`config.mk`:
```
export PLATFORM = sky130hd
export DESIGN_NAME = scrollback_ring_row_mapper_unit
export DESIGN_NICKNAME = d
export VERILOG_FILES = /design/src/srrm_pkg.sv /design/src/srrm_ctrl.sv /design/src/srrm_datapath.sv /design/src/scrollback_ring_row_mapper_unit.sv
export SDC_FILE = /design/constraint.sdc
export NUM_CORES = 1
export LEC_CHECK = 0
export BUFFER_PORTS_ARGS = -buffer_cell sky130_fd_sc_hd__buf_2
export CAP_MARGIN = 20
export CORE_UTILIZATION = 32
export CTS_BUF_LIST = sky130_fd_sc_hd__clkbuf_8 sky130_fd_sc_hd__clkbuf_16
export DETAILED_ROUTE_END_ITERATION = 6
export PLACE_DENSITY = 0.52
export SYNTH_ARGS = -nofsm -noshare
export SYNTH_HDL_FRONTEND = slang
export SYNTH_SLANG_ARGS = --single-unit
```
`constraint.sdc`:
```
create_clock -name clk -period 7.63 [get_ports clk]
set_input_delay 0.763 -clock clk [delete_from_list [all_inputs] [get_ports clk]]
set_output_delay 0.763 -clock clk [all_outputs]
set_load 0.05 [all_outputs]
```
`src/srrm_pkg.sv`:
```
// ----------------------------------------------------------------------------
// srrm_pkg
// Shared types, codes and defaults of the scrollback ring row mapper.
// ----------------------------------------------------------------------------
package srrm_pkg;

  localparam int RING_ROWS_DEF = 4096;

  localparam int MODE_W   = 3;
  localparam int DELTA_W  = 32;
  localparam int SROW_W   = 8;
  localparam int VIS_W    = 9;
  localparam int HLIM_W   = 12;
  localparam int LW_W     = 10;
  localparam int CFG_W    = 12;
  localparam int CIDX_W   = 2;
  localparam int OROW_W   = 12;
  localparam int CELL_W   = 21;
  localparam int OCNT_W   = 12;
  localparam int CODE_W   = 2;

  localparam logic [MODE_W-1:0] MODE_PUSH   = 3'd0;
  localparam logic [MODE_W-1:0] MODE_SCROLL = 3'd1;
  localparam logic [MODE_W-1:0] MODE_LIVE   = 3'd2;
  localparam logic [MODE_W-1:0] MODE_REND   = 3'd3;
  localparam logic [MODE_W-1:0] MODE_CLEAR  = 3'd4;

  localparam logic [CIDX_W-1:0] REG_VIS  = 2'd0;
  localparam logic [CIDX_W-1:0] REG_HLIM = 2'd1;
  localparam logic [CIDX_W-1:0] REG_LW   = 2'd2;

  localparam logic [CODE_W-1:0] WIPE_NONE  = 2'd0;
  localparam logic [CODE_W-1:0] WIPE_ROW   = 2'd1;
  localparam logic [CODE_W-1:0] WIPE_STORE = 2'd2;

  localparam logic [CODE_W-1:0] STAT_DONE   = 2'd0;
  localparam logic [CODE_W-1:0] STAT_RANGE  = 2'd1;
  localparam logic [CODE_W-1:0] STAT_NOVIS  = 2'd2;

  localparam logic [VIS_W-1:0]  VIS_RST  = 9'd24;
  localparam logic [HLIM_W-1:0] HLIM_RST = 12'd1000;
  localparam logic [LW_W-1:0]   LW_RST   = 10'd80;

  typedef struct packed {
    logic capture;
    logic fit;
    logic exec;
    logic mult;
  } srrm_cmd_t;

endpackage

```
`src/srrm_ctrl.sv`:
```
// ----------------------------------------------------------------------------
// srrm_ctrl
// Sequencer: capture, execute, multiply, and geometry fit after writes.
// ----------------------------------------------------------------------------
module srrm_ctrl (
  input  logic               clk,
  input  logic               rst_n,
  input  logic               start,
  input  logic               cfg_we,
  output logic               busy,
  output logic               out_valid,
  output srrm_pkg::srrm_cmd_t cmd
);

  localparam logic [1:0] ST_IDLE = 2'd0;
  localparam logic [1:0] ST_FIT  = 2'd1;
  localparam logic [1:0] ST_EXEC = 2'd2;
  localparam logic [1:0] ST_MULT = 2'd3;

  logic [1:0] state_r, state_nxt;
  logic       pend_r, pend_nxt;
  logic       valid_r, valid_nxt;

  always_comb begin
    state_nxt = state_r;
    pend_nxt  = pend_r;
    valid_nxt = 1'b0;
    cmd       = '0;
    case (state_r)
      ST_IDLE: begin
        if (start) begin
          cmd.capture = 1'b1;
          state_nxt   = ST_EXEC;
          pend_nxt    = cfg_we;
        end else if (cfg_we) begin
          state_nxt = ST_FIT;
        end
      end
      ST_FIT: begin
        cmd.fit = 1'b1;
        if (!cfg_we) begin
          state_nxt = ST_IDLE;
        end
      end
      ST_EXEC: begin
        cmd.exec = 1'b1;
        state_nxt = ST_MULT;
        pend_nxt  = pend_r | cfg_we;
      end
      ST_MULT: begin
        cmd.mult  = 1'b1;
        valid_nxt = 1'b1;
        pend_nxt  = 1'b0;
        state_nxt = (pend_r || cfg_we) ? ST_FIT : ST_IDLE;
      end
      default: begin
        state_nxt = ST_IDLE;
      end
    endcase
  end

  always_ff @(posedge clk) begin
    if (!rst_n) begin
      state_r <= ST_FIT;
      pend_r  <= 1'b0;
      valid_r <= 1'b0;
    end else begin
      state_r <= state_nxt;
      pend_r  <= pend_nxt;
      valid_r <= valid_nxt;
    end
  end

  assign busy      = (state_r != ST_IDLE);
  assign out_valid = valid_r;

endmodule

```
`src/srrm_datapath.sv`:
```
// ----------------------------------------------------------------------------
// srrm_datapath
// Config registers, ring geometry, ring counters and result registers.
// ----------------------------------------------------------------------------
module srrm_datapath #(
  parameter int RING_ROWS = srrm_pkg::RING_ROWS_DEF
) (
  input  logic                              clk,
  input  logic                              rst_n,
  input  srrm_pkg::srrm_cmd_t               cmd,
  input  logic                              cfg_we,
  input  logic [srrm_pkg::CIDX_W-1:0]       cfg_index,
  input  logic [srrm_pkg::CFG_W-1:0]        cfg_data,
  input  logic [srrm_pkg::MODE_W-1:0]       in_mode,
  input  logic signed [srrm_pkg::DELTA_W-1:0] in_scroll_delta,
  input  logic [srrm_pkg::SROW_W-1:0]       in_screen_row,
  output logic [srrm_pkg::OROW_W-1:0]       out_ring_row,
  output logic [srrm_pkg::CELL_W-1:0]       out_cell_base,
  output logic [srrm_pkg::OCNT_W-1:0]       out_view_offset,
  output logic [srrm_pkg::OCNT_W-1:0]       out_history_lines,
  output logic [srrm_pkg::CODE_W-1:0]       out_wipe,
  output logic [srrm_pkg::CODE_W-1:0]       out_status
);

  localparam int CW = $clog2(RING_ROWS + 1);
  localparam int RW = $clog2(RING_ROWS);
  localparam int DW = CW + 1;
  localparam int PW = RW + srrm_pkg::LW_W;

  logic [srrm_pkg::VIS_W-1:0]  vis_cfg_r;
  logic [srrm_pkg::HLIM_W-1:0] hlim_cfg_r;
  logic [srrm_pkg::LW_W-1:0]   lw_cfg_r;

  logic [CW-1:0] vis_r, hist_r, cap_r;
  logic [RW-1:0] head_r, head_nxt;
  logic [CW-1:0] hc_r, hc_nxt;
  logic [CW-1:0] sc_r, sc_nxt;

  logic [srrm_pkg::MODE_W-1:0]  mode_r;
  logic [srrm_pkg::DELTA_W-1:0] delta_r;
  logic [srrm_pkg::SROW_W-1:0]  row_r;

  logic [RW-1:0]                 ring_r, ring_nxt;
  logic [srrm_pkg::OCNT_W-1:0]   oview_r, ohist_r;
  logic [srrm_pkg::CODE_W-1:0]   owipe_r, owipe_nxt, ostat_r, ostat_nxt;
  logic [srrm_pkg::CELL_W-1:0]   ocell_r;

  logic [CW-1:0] g_vis, g_room, g_hist, g_cap;
  logic [CW-1:0] hc_f, sc_f;
  logic [RW-1:0] head_f;

  logic          grow;
  logic [CW-1:0] hc_p, sc_inc;
  logic [DW-1:0] inc, sum, logical, lsum;
  logic [RW-1:0] head_p;
  logic [srrm_pkg::DELTA_W-1:0] room32, dec;
  logic [CW-1:0] room;
  logic [PW-1:0] prod;

  always_comb begin
    g_vis  = (32'(vis_cfg_r) >= 32'(RING_ROWS)) ? CW'(RING_ROWS) : CW'(vis_cfg_r);
    g_room = CW'(RING_ROWS) - g_vis;
    g_hist = (32'(hlim_cfg_r) >= 32'(g_room)) ? g_room : CW'(hlim_cfg_r);
    g_cap  = g_vis + g_hist;
    hc_f   = (hc_r > g_hist) ? g_hist : hc_r;
    sc_f   = (sc_r > hc_f) ? hc_f : sc_r;
    head_f = (CW'(head_r) >= g_cap) ? '0 : head_r;
  end

  always_comb begin
    grow   = (hc_r < hist_r);
    hc_p   = grow ? hc_r + CW'(1) : hc_r;
    inc    = DW'(head_r) + DW'(1);
    head_p = grow ? head_r : RW'((inc >= DW'(cap_r)) ? inc - DW'(cap_r) : inc);
    sum    = DW'(head_p) + DW'(hc_p) + DW'(vis_r) - DW'(1);
    sc_inc = sc_r + CW'(1);
    room   = hc_r - sc_r;
    room32 = 32'(room);
    dec    = 32'd0 - delta_r;
    logical = DW'(hc_r) + DW'(row_r) - ((mode_r == srrm_pkg::MODE_REND) ? DW'(sc_r) : DW'(0));
    lsum    = DW'(head_r) + logical;

    head_nxt  = head_r;
    hc_nxt    = hc_r;
    sc_nxt    = sc_r;
    ring_nxt  = '0;
    owipe_nxt = srrm_pkg::WIPE_NONE;
    ostat_nxt = srrm_pkg::STAT_DONE;
    case (mode_r)
      srrm_pkg::MODE_PUSH: begin
        if (vis_r == '0) begin
          ostat_nxt = srrm_pkg::STAT_NOVIS;
        end else begin
          head_nxt  = head_p;
          hc_nxt    = hc_p;
          ring_nxt  = RW'((sum >= DW'(cap_r)) ? sum - DW'(cap_r) : sum);
          owipe_nxt = srrm_pkg::WIPE_ROW;
          if (sc_r != '0) begin
            sc_nxt = (sc_inc > hc_p) ? hc_p : sc_inc;
          end
        end
      end
      srrm_pkg::MODE_SCROLL: begin
        if (!delta_r[srrm_pkg::DELTA_W-1]) begin
          sc_nxt = (delta_r >= room32) ? hc_r : sc_r + CW'(delta_r);
        end else begin
          sc_nxt = (32'(sc_r) > dec) ? sc_r - CW'(dec) : '0;
        end
      end
      srrm_pkg::MODE_LIVE, srrm_pkg::MODE_REND: begin
        if (32'(row_r) >= 32'(vis_r)) begin
          ostat_nxt = srrm_pkg::STAT_RANGE;
        end else begin
          ring_nxt = RW'((lsum >= DW'(cap_r)) ? lsum - DW'(cap_r) : lsum);
        end
      end
      srrm_pkg::MODE_CLEAR: begin
        head_nxt  = '0;
        hc_nxt    = '0;
        sc_nxt    = '0;
        owipe_nxt = srrm_pkg::WIPE_STORE;
      end
      default: begin
        ostat_nxt = srrm_pkg::STAT_DONE;
      end
    endcase
  end

  assign prod = PW'(ring_r) * PW'(lw_cfg_r);

  always_ff @(posedge clk) begin
    if (!rst_n) begin
      vis_cfg_r  <= srrm_pkg::VIS_RST;
      hlim_cfg_r <= srrm_pkg::HLIM_RST;
      lw_cfg_r   <= srrm_pkg::LW_RST;
    end else if (cfg_we) begin
      case (cfg_index)
        srrm_pkg::REG_VIS:  vis_cfg_r  <= cfg_data[srrm_pkg::VIS_W-1:0];
        srrm_pkg::REG_HLIM: hlim_cfg_r <= cfg_data[srrm_pkg::HLIM_W-1:0];
        srrm_pkg::REG_LW:   lw_cfg_r   <= cfg_data[srrm_pkg::LW_W-1:0];
        default: begin
        end
      endcase
    end
  end

  always_ff @(posedge clk) begin
    if (!rst_n) begin
      head_r <= '0;
      hc_r   <= '0;
      sc_r   <= '0;
    end else if (cmd.fit) begin
      head_r <= head_f;
      hc_r   <= hc_f;
      sc_r   <= sc_f;
    end else if (cmd.exec) begin
      head_r <= head_nxt;
      hc_r   <= hc_nxt;
      sc_r   <= sc_nxt;
    end
  end

  always_ff @(posedge clk) begin
    if (cmd.fit) begin
      vis_r  <= g_vis;
      hist_r <= g_hist;
      cap_r  <= g_cap;
    end
    if (cmd.capture) begin
      mode_r  <= in_mode;
      delta_r <= in_scroll_delta;
      row_r   <= in_screen_row;
    end
    if (cmd.exec) begin
      ring_r  <= ring_nxt;
      oview_r <= srrm_pkg::OCNT_W'(sc_nxt);
      ohist_r <= srrm_pkg::OCNT_W'(hc_nxt);
      owipe_r <= owipe_nxt;
      ostat_r <= ostat_nxt;
    end
    if (cmd.mult) begin
      ocell_r <= srrm_pkg::CELL_W'(prod);
    end
  end

  assign out_ring_row      = srrm_pkg::OROW_W'(ring_r);
  assign out_cell_base     = ocell_r;
  assign out_view_offset   = oview_r;
  assign out_history_lines = ohist_r;
  assign out_wipe          = owipe_r;
  assign out_status        = ostat_r;

endmodule

```
`src/scrollback_ring_row_mapper_unit.sv`:
```
// ----------------------------------------------------------------------------
// scrollback_ring_row_mapper_unit
// Line ring mapper of a terminal with scrollback: push, scroll, locate, clear.
// ----------------------------------------------------------------------------
// A transaction is taken when start is high and busy is low. Its result is
// driven for exactly one cycle with out_valid, which is registered from the
// multiply state, and busy drops in that same cycle unless a configuration
// write is pending, so a new transaction can be taken while the last result is
// driven. The steps are capture, counter update with compare-subtract wrap,
// then the row-times-width multiply. The receiver cannot stall; take each
// result in its strobe cycle. Every configuration write holds busy while the
// counters are fitted to the new geometry, and so does reset.
module scrollback_ring_row_mapper_unit #(
  parameter int RING_ROWS = srrm_pkg::RING_ROWS_DEF
) (
  input  logic                                clk,
  input  logic                                rst_n,
  input  logic                                start,
  output logic                                busy,
  input  logic [srrm_pkg::MODE_W-1:0]         in_mode,
  input  logic signed [srrm_pkg::DELTA_W-1:0] in_scroll_delta,
  input  logic [srrm_pkg::SROW_W-1:0]         in_screen_row,
  output logic                                out_valid,
  output logic [srrm_pkg::OROW_W-1:0]         out_ring_row,
  output logic [srrm_pkg::CELL_W-1:0]         out_cell_base,
  output logic [srrm_pkg::OCNT_W-1:0]         out_view_offset,
  output logic [srrm_pkg::OCNT_W-1:0]         out_history_lines,
  output logic [srrm_pkg::CODE_W-1:0]         out_wipe,
  output logic [srrm_pkg::CODE_W-1:0]         out_status,
  input  logic                                cfg_we,
  input  logic [srrm_pkg::CIDX_W-1:0]         cfg_index,
  input  logic [srrm_pkg::CFG_W-1:0]          cfg_data
);

  srrm_pkg::srrm_cmd_t cmd;

  srrm_ctrl u_ctrl (
    .clk       (clk),
    .rst_n     (rst_n),
    .start     (start),
    .cfg_we    (cfg_we),
    .busy      (busy),
    .out_valid (out_valid),
    .cmd       (cmd)
  );

  srrm_datapath #(
    .RING_ROWS (RING_ROWS)
  ) u_datapath (
    .clk               (clk),
    .rst_n             (rst_n),
    .cmd               (cmd),
    .cfg_we            (cfg_we),
    .cfg_index         (cfg_index),
    .cfg_data          (cfg_data),
    .in_mode           (in_mode),
    .in_scroll_delta   (in_scroll_delta),
    .in_screen_row     (in_screen_row),
    .out_ring_row      (out_ring_row),
    .out_cell_base     (out_cell_base),
    .out_view_offset   (out_view_offset),
    .out_history_lines (out_history_lines),
    .out_wipe          (out_wipe),
    .out_status        (out_status)
  );

endmodule
```
==> impl_results.md, run 1 <==
* Clock Latency Late Sink at about 0.60 ns
* Fmax at about 140 MHz
* Power Density at between 300 and 400 nW/um^2
* Async set-reset flop share out of synthesis at 0%
* Synth area leader: edfxtp_1
* Wire per inst at between 20 and 25 um
* Most common cell after layout, fill and taps aside: ha_1
* Fin cells at 3,631
* Status: finished, final reports clean
* Max Slew Vio Count at 0
* Initial DRC count at 1,303
* Mapped Area at approximately 22,000 sq um
* Routed vias/inst at 5.36
* Final Util at a little under two fifths
* Die area at between 70,000 and 80,000 sq um
* Data arrival time of the critical path at 7.64 ns
* Ys Warns at 0
* Dpl cells at 3,554
* Sequential area share after synthesis at between 20 and 30%
* CP max stage delay at 0.48 ns
* Synth top area share at 18.7%
* First-pass GRT wire length at 118 mm
* Endpoint class of the critical path: flop
* Net count after synthesis at 2,950
* Fin nets at 3,142
* Port Buffers at 123
* TritonCTS Sinks at 212
* Chip width at ~270 um
* Post-DP HPWL at 62.2 mm
* Synth cell types at 92
* HP Class: primary input to flop
* Initial core utilization at 32.5%
* Synth Flop Type: edfxtp_1
* Cts-stage hold buffer count at 0
* EDFF count, synth at 139
* Crit path time final at 7.33 ns
* Final Hold Viols at 0
* Crit-path max FO at 6
* All-Layer GR Usage at between 20 and 25%
* Gr ovfl total at 0
* Clk pin slew, worst setup/hold paths at 0.06 ns
* Slew @ Worst Pin at 1.14 ns
* Yosys reg bits at 212
* Layout cells sized above 1 at 14.4%
* Largest net degree at the start of global routing at between 40 and 50
* Pleak at between 10 and 15 nW
* Synthesis-to-layout area growth at 16.9%
* Core area at 68,800 sq um
* I/O pin count at 124
* Fin crit share at 96.0%
* Unrepaired setup endpoints after global routing: yes
* Root buffer cell: clkbuf_16
* Ant diodes at 0
* MaxCap Viol Count at 0
* Most used cell, CP: buf_4
* Crit path kind: flop to flop
* Startpoint Class: flop
* Critical Path RT at 7.94 ns
* CTS tree: done
* DR pass1 iterations at 5
* Initial antenna violation count at 2
* Total routed wirelength at around 77 mm
* Most area-consuming cells after synthesis: edfxtp_1 (19%), ha_1 (16%), fa_1 (10%)
* Commonest non-fill, non-tap cells in the layout: ha_1 (283), inv_1 (254), nand2_1 (211)
* CTS Buf Count at 30
* Vias in the first global route at 19,600
* Setup violations, final at 0
* FP Rows at 96
* Die height at 266 um
* Post-route DRC at 0
* VDD IR max at 263 uV
* Final GP Congestion at 0.977
* Post-Syn Instances at 2,484
* Max transition margin at 23.7%
* H-Tree Depth at 1
* Setup TNS at 0 ns
* Clock skew at 0.0208 ns
* Synth Area per Inst at about 9 sq um
* Final ANT Viol Nets at 0
* Clock buffer depth at 3
* Critical path's slowest cell: fa_1
* Vias at 19,500
## registers in the layout (all words and copies together) (netlist names), 8 cells and up
signal	count
u_datapath.out_cell_base	21
u_datapath.vis_cfg_r	9
u_datapath.out_view_offset	12
u_datapath.head_r	12
u_datapath.cap_r	13
u_datapath.vis_r	9
u_datapath.lw_cfg_r	10
u_datapath.hc_r	13
u_datapath.sc_r	13
u_datapath.hlim_cfg_r	12
u_datapath.row_r	8
u_datapath.out_history_lines	12
u_datapath.out_ring_row	12
u_datapath.delta_r	32
u_datapath.hist_r	13
## what timing repair did
| action | CTS | global route |
|---|---|---|
| hold endpoints to repair | 0 | 0 |
| pin swaps | 15 | 31 |
| buffers inserted | 3 | 16 |
| endpoints found under the setup margin | 12 | 35 |
| gates resized for setup | 23 | 42 |
| gates cloned | 1 | 0 |
## layer usage
metal	vias up	share of wire (%)	global-route usage [%]
li1	9278	-	-
met1	9433	42	27.1
met2	599	49	38.4
met3	159	5.5	2.48
met4	0	4.3	7.91
met5	-	0	0
## critical path, delay by kind of cell, from the launching register on
| family | cells | cell delay [ns] |
|---|---|---|
| fa+ha+maj | 7 | 2.12 |
| compound gates | 11 | 1.79 |
| simple gates | 9 | 1.45 |
| buf+inv | 6 | 0.77 |
| mux | 2 | 0.41 |
| flops | 1 | 0.33 |
| xor+xnor | 1 | 0.14 |
## cells in the mapped netlist (all sizes together) (11+ instances only)
cell,n
a211o,12
o21ai,121
inv,254
or4,11
mux2i,59
a22oi,13
nand4,25
a21oi,128
clkbuf,70
or3,19
nand3,62
xnor2,111
o31ai,11
o22ai,14
nor4,22
or2,11
o21a,28
o211ai,15
and2,70
a31oi,28
and3,30
a21o,56
xor2,44
nor2,150
nor3,73
nand2b,23
nor2b,24
edfxtp,139
dfxtp,73
nand2,211
fa,114
a211oi,19
ha,291
## logic make-up (layout without fill, tap and decap cells)
kind of cell,count (synthesis),count (layout),synth area share (%)
AOI/OAI and AO/OA,549,549,16.2
xor gates and xnor gates,155,155,6.08
other,2,2,0.0336
and+or+nand+nor,758,758,17.1
buffers and inverters,336,552,5.80
muxes,67,67,3.05
DFF,212,212,25.2
adders and majority gates,405,405,26.5
## metrics by stage
stage	power, mW	hold WS (ns)	area (sq um)	setup slack, ns
finish	8.74	0.331	26100	0.303
global route	9.36	0.313	26100	-0.0522
CTS	8.55	0.291	25800	0.00888
detailed placement	6.77	0.501	24500	-0.180
global placement	6.67	0.484	24500	-0.0658
floorplan	5.29	0.446	22400	0.00622
## cell type report
class                   instances  area, sq um
repair buffers                240         1540
multi-input cells            1936        15700
flip-flops and latches        212         5640
fillers                      6940        42700
inverters                     256          961
clock buffers                  37          892
well taps                     931         1160
clock inverters                19          226
## path summary, 6_finish.rpt
| check | from | to | cells after the start | slack, ns |
|---|---|---|---|---|
| max | u_datapath.head_r[0] | u_datapath.out_ring_row[10] | 36 | 0.30 |
| min | in_screen_row[0] | u_datapath.row_r[0] | 1 | 0.33 |
| max reg2reg | u_datapath.head_r[0] | u_datapath.out_ring_row[10] | 36 | 0.30 |
| min reg2reg | u_datapath.hlim_cfg_r[4] | u_datapath.hlim_cfg_r[4] | 2 | 0.50 |
## power by group
part           internal [mW]  total (mW)  switching, mW
sequential              1.39        1.51          0.122
combinational           2.45        5.65           3.20
clock                  0.967        1.58          0.612
Note: power is estimated with default switching activity, not from simulation.
==> run 2: changes to the inputs <==
RECOVER_POWER = 100   (was not set)
==> run 2 against run 1 <==
Effect of this change: the run now ends with max-capacitance violations, max-slew violations left; global-route usage is the same; maximum frequency is 0.21% lower; routed wire length is essentially flat; cell count about the same; non-clock buffer count did not move; worst hold slack got worse by 0.00087 ns; clock skew is essentially flat; largest cell class unchanged; highest routed layer unchanged.
==> impl_results.md, run 2 (synthesized netlist as in run 1, its figures left out) <==
* Most common cell after layout, fill and taps aside: ha_1
* Final GP Congestion at just under 1
* VDD IR max at 263 uV
* Fillers at ~7,000
* Fin crit share at 96.2%
* Most flop-heavy register: u_datapath.delta_r
* Clock skew at 0.0212 ns
* Share of total power in the clock network at 18.1%
* Crit path kind: flop to flop
* Total routed wirelength at a little under 80 mm
* Max transition margin at -110%
* Cts-stage hold buffer count at 0
* CTS Buf Count at 30
* Worst reg2reg endpoint: u_datapath.out_ring_row[11]
* Routed vias/inst at 5.37
* Wire per inst at ~21 um
* First-pass GRT wire length at 118 mm
* Slew @ Worst Pin at between 3 and 4 ns
* Worst Min Path Start: in_screen_row[0]
* Largest net degree at the start of global routing at 46
* Most used cell, CP: buf_4
* Vias at 19,500
* Gr ovfl total at 0
* Dpl cells at 3,554
* Max Slew Vio Count at 168
* CP max stage delay at 0.48 ns
* Pint at 4.78 mW
* Fin nets at around 3,100
* Pleak at 11.3 nW
* Violated checks: max-capacitance violations, max-slew violations
* Switching share of power at 45.0%
* Vias in the first global route at 19,600
* Initial core utilization at 32.5%
* FP Rows at 96
* Final ANT Viol Nets at 0
* Hold Path Stages at 1
* HP Class: primary input to flop
* Post-route cell area at roughly 26,000 sq um
* Power Density at 336 nW/um^2
* Data arrival time of the critical path at 7.64 ns
* Cells on worst reg2reg path at 36
* Unrepaired setup endpoints after global routing: yes
* Critical path's slowest cell: fa_1
* All-Layer GR Usage at 21.7%
* Initial DRC count at around 1,200
* Port Buffers at roughly 120
* Die height at 266 um
* Initial antenna violation count at 2
* DR pass1 iterations at 6
* Endpoint class of the critical path: flop
* Post-DP HPWL at 62.2 mm
* Status: finished, violations left
* Buf/Inv on CP at 6
* Sw power at 3.92 mW
* Max FFs per register at 32
* WHS Endpoint: u_datapath.row_r[0]
* Area after DPL at 24,500 sq um
* Critical path's top delay family: adder cells
* Crit-path max FO at 6
* Chip width at 266 um
* Fin cells at 3,632
* Die area at roughly 71,000 sq um
* Fmax at 136 MHz
* Reg2reg start: u_datapath.head_r[0]
* Startpoint Class: flop
* Final Hold Viols at 0
* Layout cells sized above 1 at about a tenth
* Comb power frac at 64.5%
* Root buffer cell: clkbuf_16
* Clock buffer depth at 3
* Clk pin slew, worst setup/hold paths at 0.06 ns
* Commonest non-fill, non-tap cells in the layout: ha_1 (285), inv_1 (254), nand2_1 (211)
* Core area at 68,800 sq um
* Sequential Power Share at roughly 17%
* TritonCTS Sinks at 212
* Post-route DRC at 0
* R2R setup slack at around 0.29 ns
* Clock Latency Late Sink at 0.61 ns
* Setup violations, final at 0
* I/O pin count at 124
* MaxCap Viol Count at 5
* Critical Path RT at between 7 and 8 ns
* H-Tree Depth at 1
* CTS tree: done
* Synthesis-to-layout area growth at 16.0%
* Crit path time final at 7.34 ns
-- run 2: changes by cell type in the layout (fill, tap and decap cells not counted), sizes merged --
cell	change
buf	-96
clkbuf	+96
diode	+1
-- run 2: metrics by stage --
stage / hold WS, ns / setup WS [ns] / utilization [%] / total power, mW / setup TNS (ns)
final: 0.330 / 0.287 / 37.6 / 8.70 / 0
after global routing: 0.313 / -0.0522 / 37.6 / 9.33 / -0.107
after CTS: 0.291 / 0.00888 / 37.5 / 8.55 / 0
after detailed placement: 0.501 / -0.180 / 35.7 / 6.77 / -1.87
after global placement: 0.484 / -0.0658 / 35.7 / 6.67 / -0.594
after floorplan: 0.446 / 0.00622 / - / 5.29 / 0
-- run 2: per-layer routing --
layer  vias to the layer above  GRT usage, %  share of wire [%]
li1                       9282             -                  -
met1                      9495          27.1                 42
met2                       589          38.4                 49
met3                       153          2.48                5.1
met4                         0          7.91                4.1
met5                         -             0                  0
-- run 2: final cells by class --
type | count | area [sq um] | share of cell area (%)
antenna | 1 | 2.50 | 0.00966
clock buffer | 37 | 892 | 3.44
clock inverter | 19 | 226 | 0.874
inverter | 256 | 961 | 3.71
multi-input combinational | 1936 | 15700 | 60.5
sequential | 212 | 5640 | 21.8
tap | 931 | 1160 | 4.50
timing repair buffer | 240 | 1350 | 5.22
-- run 2: timing repair --
item,CTS,global route
resized for setup,23,42
pin swaps,15,31
cloned,1,0
endpoints found under the setup margin,12,35
buffers inserted,3,16
-- run 2: how the worst max path moves through the flow --
stage          cells after the start  slack (ns)                  from                          end
3_5_place_dp                      34       -0.18  u_datapath.head_r[0]   u_datapath.out_ring_row[6]
2_1_floorplan                     34       0.006  u_datapath.head_r[1]  u_datapath.out_ring_row[10]
3_3_place_gp                      34       -0.07  u_datapath.head_r[0]  u_datapath.out_ring_row[10]
5_1_grt                           37       -0.05  u_datapath.head_r[0]  u_datapath.out_ring_row[11]
6_report                          36        0.29  u_datapath.head_r[0]  u_datapath.out_ring_row[11]
4_1_cts                           36       0.009  u_datapath.head_r[1]  u_datapath.out_ring_row[10]
-- run 2: worst reg2reg max path, delay by kind of cell, from the launching register on --
family | cells | cell delay (ns)
adders and majority gates | 7 | 2.11
AOI/OAI and AO/OA | 11 | 1.80
and+or+nand+nor | 9 | 1.48
buffers and inverters | 6 | 0.77
muxes | 2 | 0.40
DFF | 1 | 0.33
xor gates and xnor gates | 1 | 0.15
-- run 2: power by group through the flow --
stage               combinational (mW)  clock [mW]  sequential [mW]
finish                            5.61        1.58             1.51
global placement                  5.14           0             1.53
floorplan                         3.77           0             1.52
detailed placement                5.24           0             1.53
global route                      6.15        1.66             1.52
CTS                               5.41        1.63             1.51
==> run 3: changes to the inputs <==
SETUP_SLACK_MARGIN = 0.4   (was not set)
==> run 3 against run 2 <==
Effect of this change: via count shrank 0.96%; cell area shrank 0.71%; sequential power is essentially flat; cell count shrank 0.36%; combinational power shrank 0.7%; worst hold slack gained 0.0064 ns; clock power shrank 11%; setup slack lost 0.0022 ns; non-clock buffer count shrank 9; the flow still finishes with violations (max-capacitance violations, max-slew violations); routed wire length grew 1.2%; critical endpoint is now u_datapath.out_ring_row[4].
==> impl_results.md, run 3 (synthesized netlist as in run 1, its figures left out) <==
* Status: finished, violations left
* Violated checks: max-capacitance violations, max-slew violations
* Crit-path max FO at 5
* Clock buffer depth at 3
* Die area at 70,900 sq um
* Clk pin slew, worst setup/hold paths at 0.06 ns
* R2R setup slack at 0.29 ns
* Max Slew Vio Count at roughly 230
* Initial antenna violation count at 5
* Fin crit share at 96.3%
* I/O pin count at 124
* Most flop-heavy register: u_datapath.delta_r
* Setup violations, final at 0
* Setup TNS at 0 ns
* Unrepaired setup endpoints after global routing: yes
* Hold Path Stages at 1
* CTS tree: done
* DR pass1 iterations at 5
* Endpoint class of the critical path: flop
* Synthesis-to-layout area growth at 15.1%
* Port Buffers at 123
* Post-DP HPWL at 62.7 mm
* WHS Endpoint: u_datapath.row_r[1]
* Gr ovfl total at 0
* Final GP Congestion at a little under 1
* Worst Min Path Start: in_screen_row[1]
* Clock Latency Late Sink at between 0.6 and 0.7 ns
* Post-route DRC at 0
* H-Tree Depth at 1
* Ant diodes at 0
* Fmax at 136 MHz
* Commonest non-fill, non-tap cells in the layout: ha_1 (285), inv_1 (257), nand2_1 (211)
* Cells on worst reg2reg path at 35
* Vias at 19,300
* TritonCTS Sinks at 212
* Initial DRC count at 996
* Pint at around 4.6 mW
* Largest net degree at the start of global routing at between 40 and 50
* Final ANT Viol Nets at 0
* CTS Buf Count at 29
* Pleak at 11.2 nW
* MaxCap Viol Count at 7
* Routed vias/inst at 5.34
* Wire per inst at 21.6 um
* Fillers at ~7,000
* Layout cells sized above 1 at 10.0%
* First-pass GRT wire length at 118 mm
* VDD IR max at roughly 270 uV
* Critical Path RT at 7.92 ns
* Initial core utilization at between 30% and 40%
* Cts-stage hold buffer count at 0
* Sw power at 3.90 mW
* Share of total power in the clock network at 16.6%
* CP max stage delay at 0.51 ns
* Switching share of power at 45.9%
* Chip width at 266 um
* Critical path's slowest cell: or4_4
* Total routed wirelength at 78.2 mm
* Die height at about 270 um
* Hold_ws at between 0.3 and 0.4 ns
* Startpoint Class: flop
* Most common cell after layout, fill and taps aside: ha_1
* HP Class: primary input to flop
* Comb power frac at roughly 66%
* Vias in the first global route at 19,400
* Crit path time final at 7.34 ns
* Data arrival time of the critical path at about 7.6 ns
* Crit path kind: flop to flop
* Final Hold Viols at 0
* FP Rows at 96
* Clock skew at approximately 0.033 ns
* Worst reg2reg endpoint: u_datapath.out_ring_row[4]
* Core area at 68,800 sq um
* Slew @ Worst Pin at 3.33 ns
* Design Power at 8.49 mW
* All-Layer GR Usage at 21.9%
* Sequential Power Share at between 15 and 20%
* Max FFs per register at 32
* Reg2reg start: u_datapath.head_r[1]
* Fin nets at 3,132
* Most used cell, CP: and3_4
* Root buffer cell: clkbuf_16
* Power Density at roughly 330 nW/um^2
* Max transition margin at -122%
run 3: cell types whose count changed in the layout (fill, tap and decap cells not counted), sizes merged:
| cell | delta |
|---|---|
| buf | -10 |
| bufinv | -2 |
| clkbuf | -2 |
| clkinv | +4 |
| clkinvlp | -4 |
| diode | -1 |
| inv | +2 |
run 3: through the flow:
stage	std cells	area, sq um	utilization [%]	worst slack, ns
finish	3619	25700	37.4	0.285
global route	3619	25700	37.4	0.0133
CTS	3614	25800	37.5	0.169
detailed placement	3543	24500	35.6	0.112
global placement	3540	24500	35.6	0.166
floorplan	2484	22400	-	0.413
run 3: worst max path at each step:
| stage | startpoint | to | slack, ns | cells past startpoint |
|---|---|---|---|---|
| after floorplan | u_datapath.head_r[1] | u_datapath.out_ring_row[10] | 0.41 | 34 |
| after global placement | u_datapath.head_r[0] | u_datapath.out_ring_row[10] | 0.17 | 33 |
| after detailed placement | u_datapath.head_r[1] | u_datapath.out_ring_row[3] | 0.11 | 31 |
| after CTS | u_datapath.head_r[1] | u_datapath.out_ring_row[4] | 0.17 | 34 |
| after global routing | u_datapath.head_r[1] | u_datapath.out_ring_row[4] | 0.01 | 35 |
| final | u_datapath.head_r[1] | u_datapath.out_ring_row[4] | 0.29 | 35 |
run 3: repair_timing:
item | in CTS | in global routing
resized for setup | 28 | 28
setup endpoints to repair | 16 | 37
hold endpoints to repair | 0 | 0
buffers inserted | 17 | 5
gates cloned | 1 | 0
pin swaps | 33 | 14
run 3: final cells by class:
class	instances	area (sq um)	area share (%)
Inverter	256	961	3.73
Timing Repair Buffer	231	1300	5.05
Multi-Input combinational cell	1936	15700	61.0
Clock inverter	19	169	0.656
Sequential cell	212	5640	21.9
Tap cell	931	1160	4.53
Clock buffer	34	806	3.13
run 3: critical path, delay by kind of cell, from the launching register on:
kind | cells | cell delay, ns
simple gates | 10 | 2.14
fa+ha+maj | 7 | 2.00
compound gates | 10 | 1.39
buf+inv | 4 | 0.52
mux | 2 | 0.40
flops | 1 | 0.36
xor+xnor | 2 | 0.23
run 3: power by group through the flow:
stage	logic, mW	clock network (mW)	registers, mW
after floorplan	3.78	0	1.52
after global placement	5.22	0	1.53
after CTS	5.47	1.46	1.51
after detailed placement	5.28	0	1.53
after global routing	6.10	1.49	1.52
final	5.57	1.40	1.51
run 3: per-layer routing:
layer  vias up  GRT usage, %  routed length (um)
li1       9247             -                   -
met1      9409          26.9               33400
met4         2          7.46                2750
met5         -             0                  15
met3       126          2.51                3440
met2       547          39.2               38700
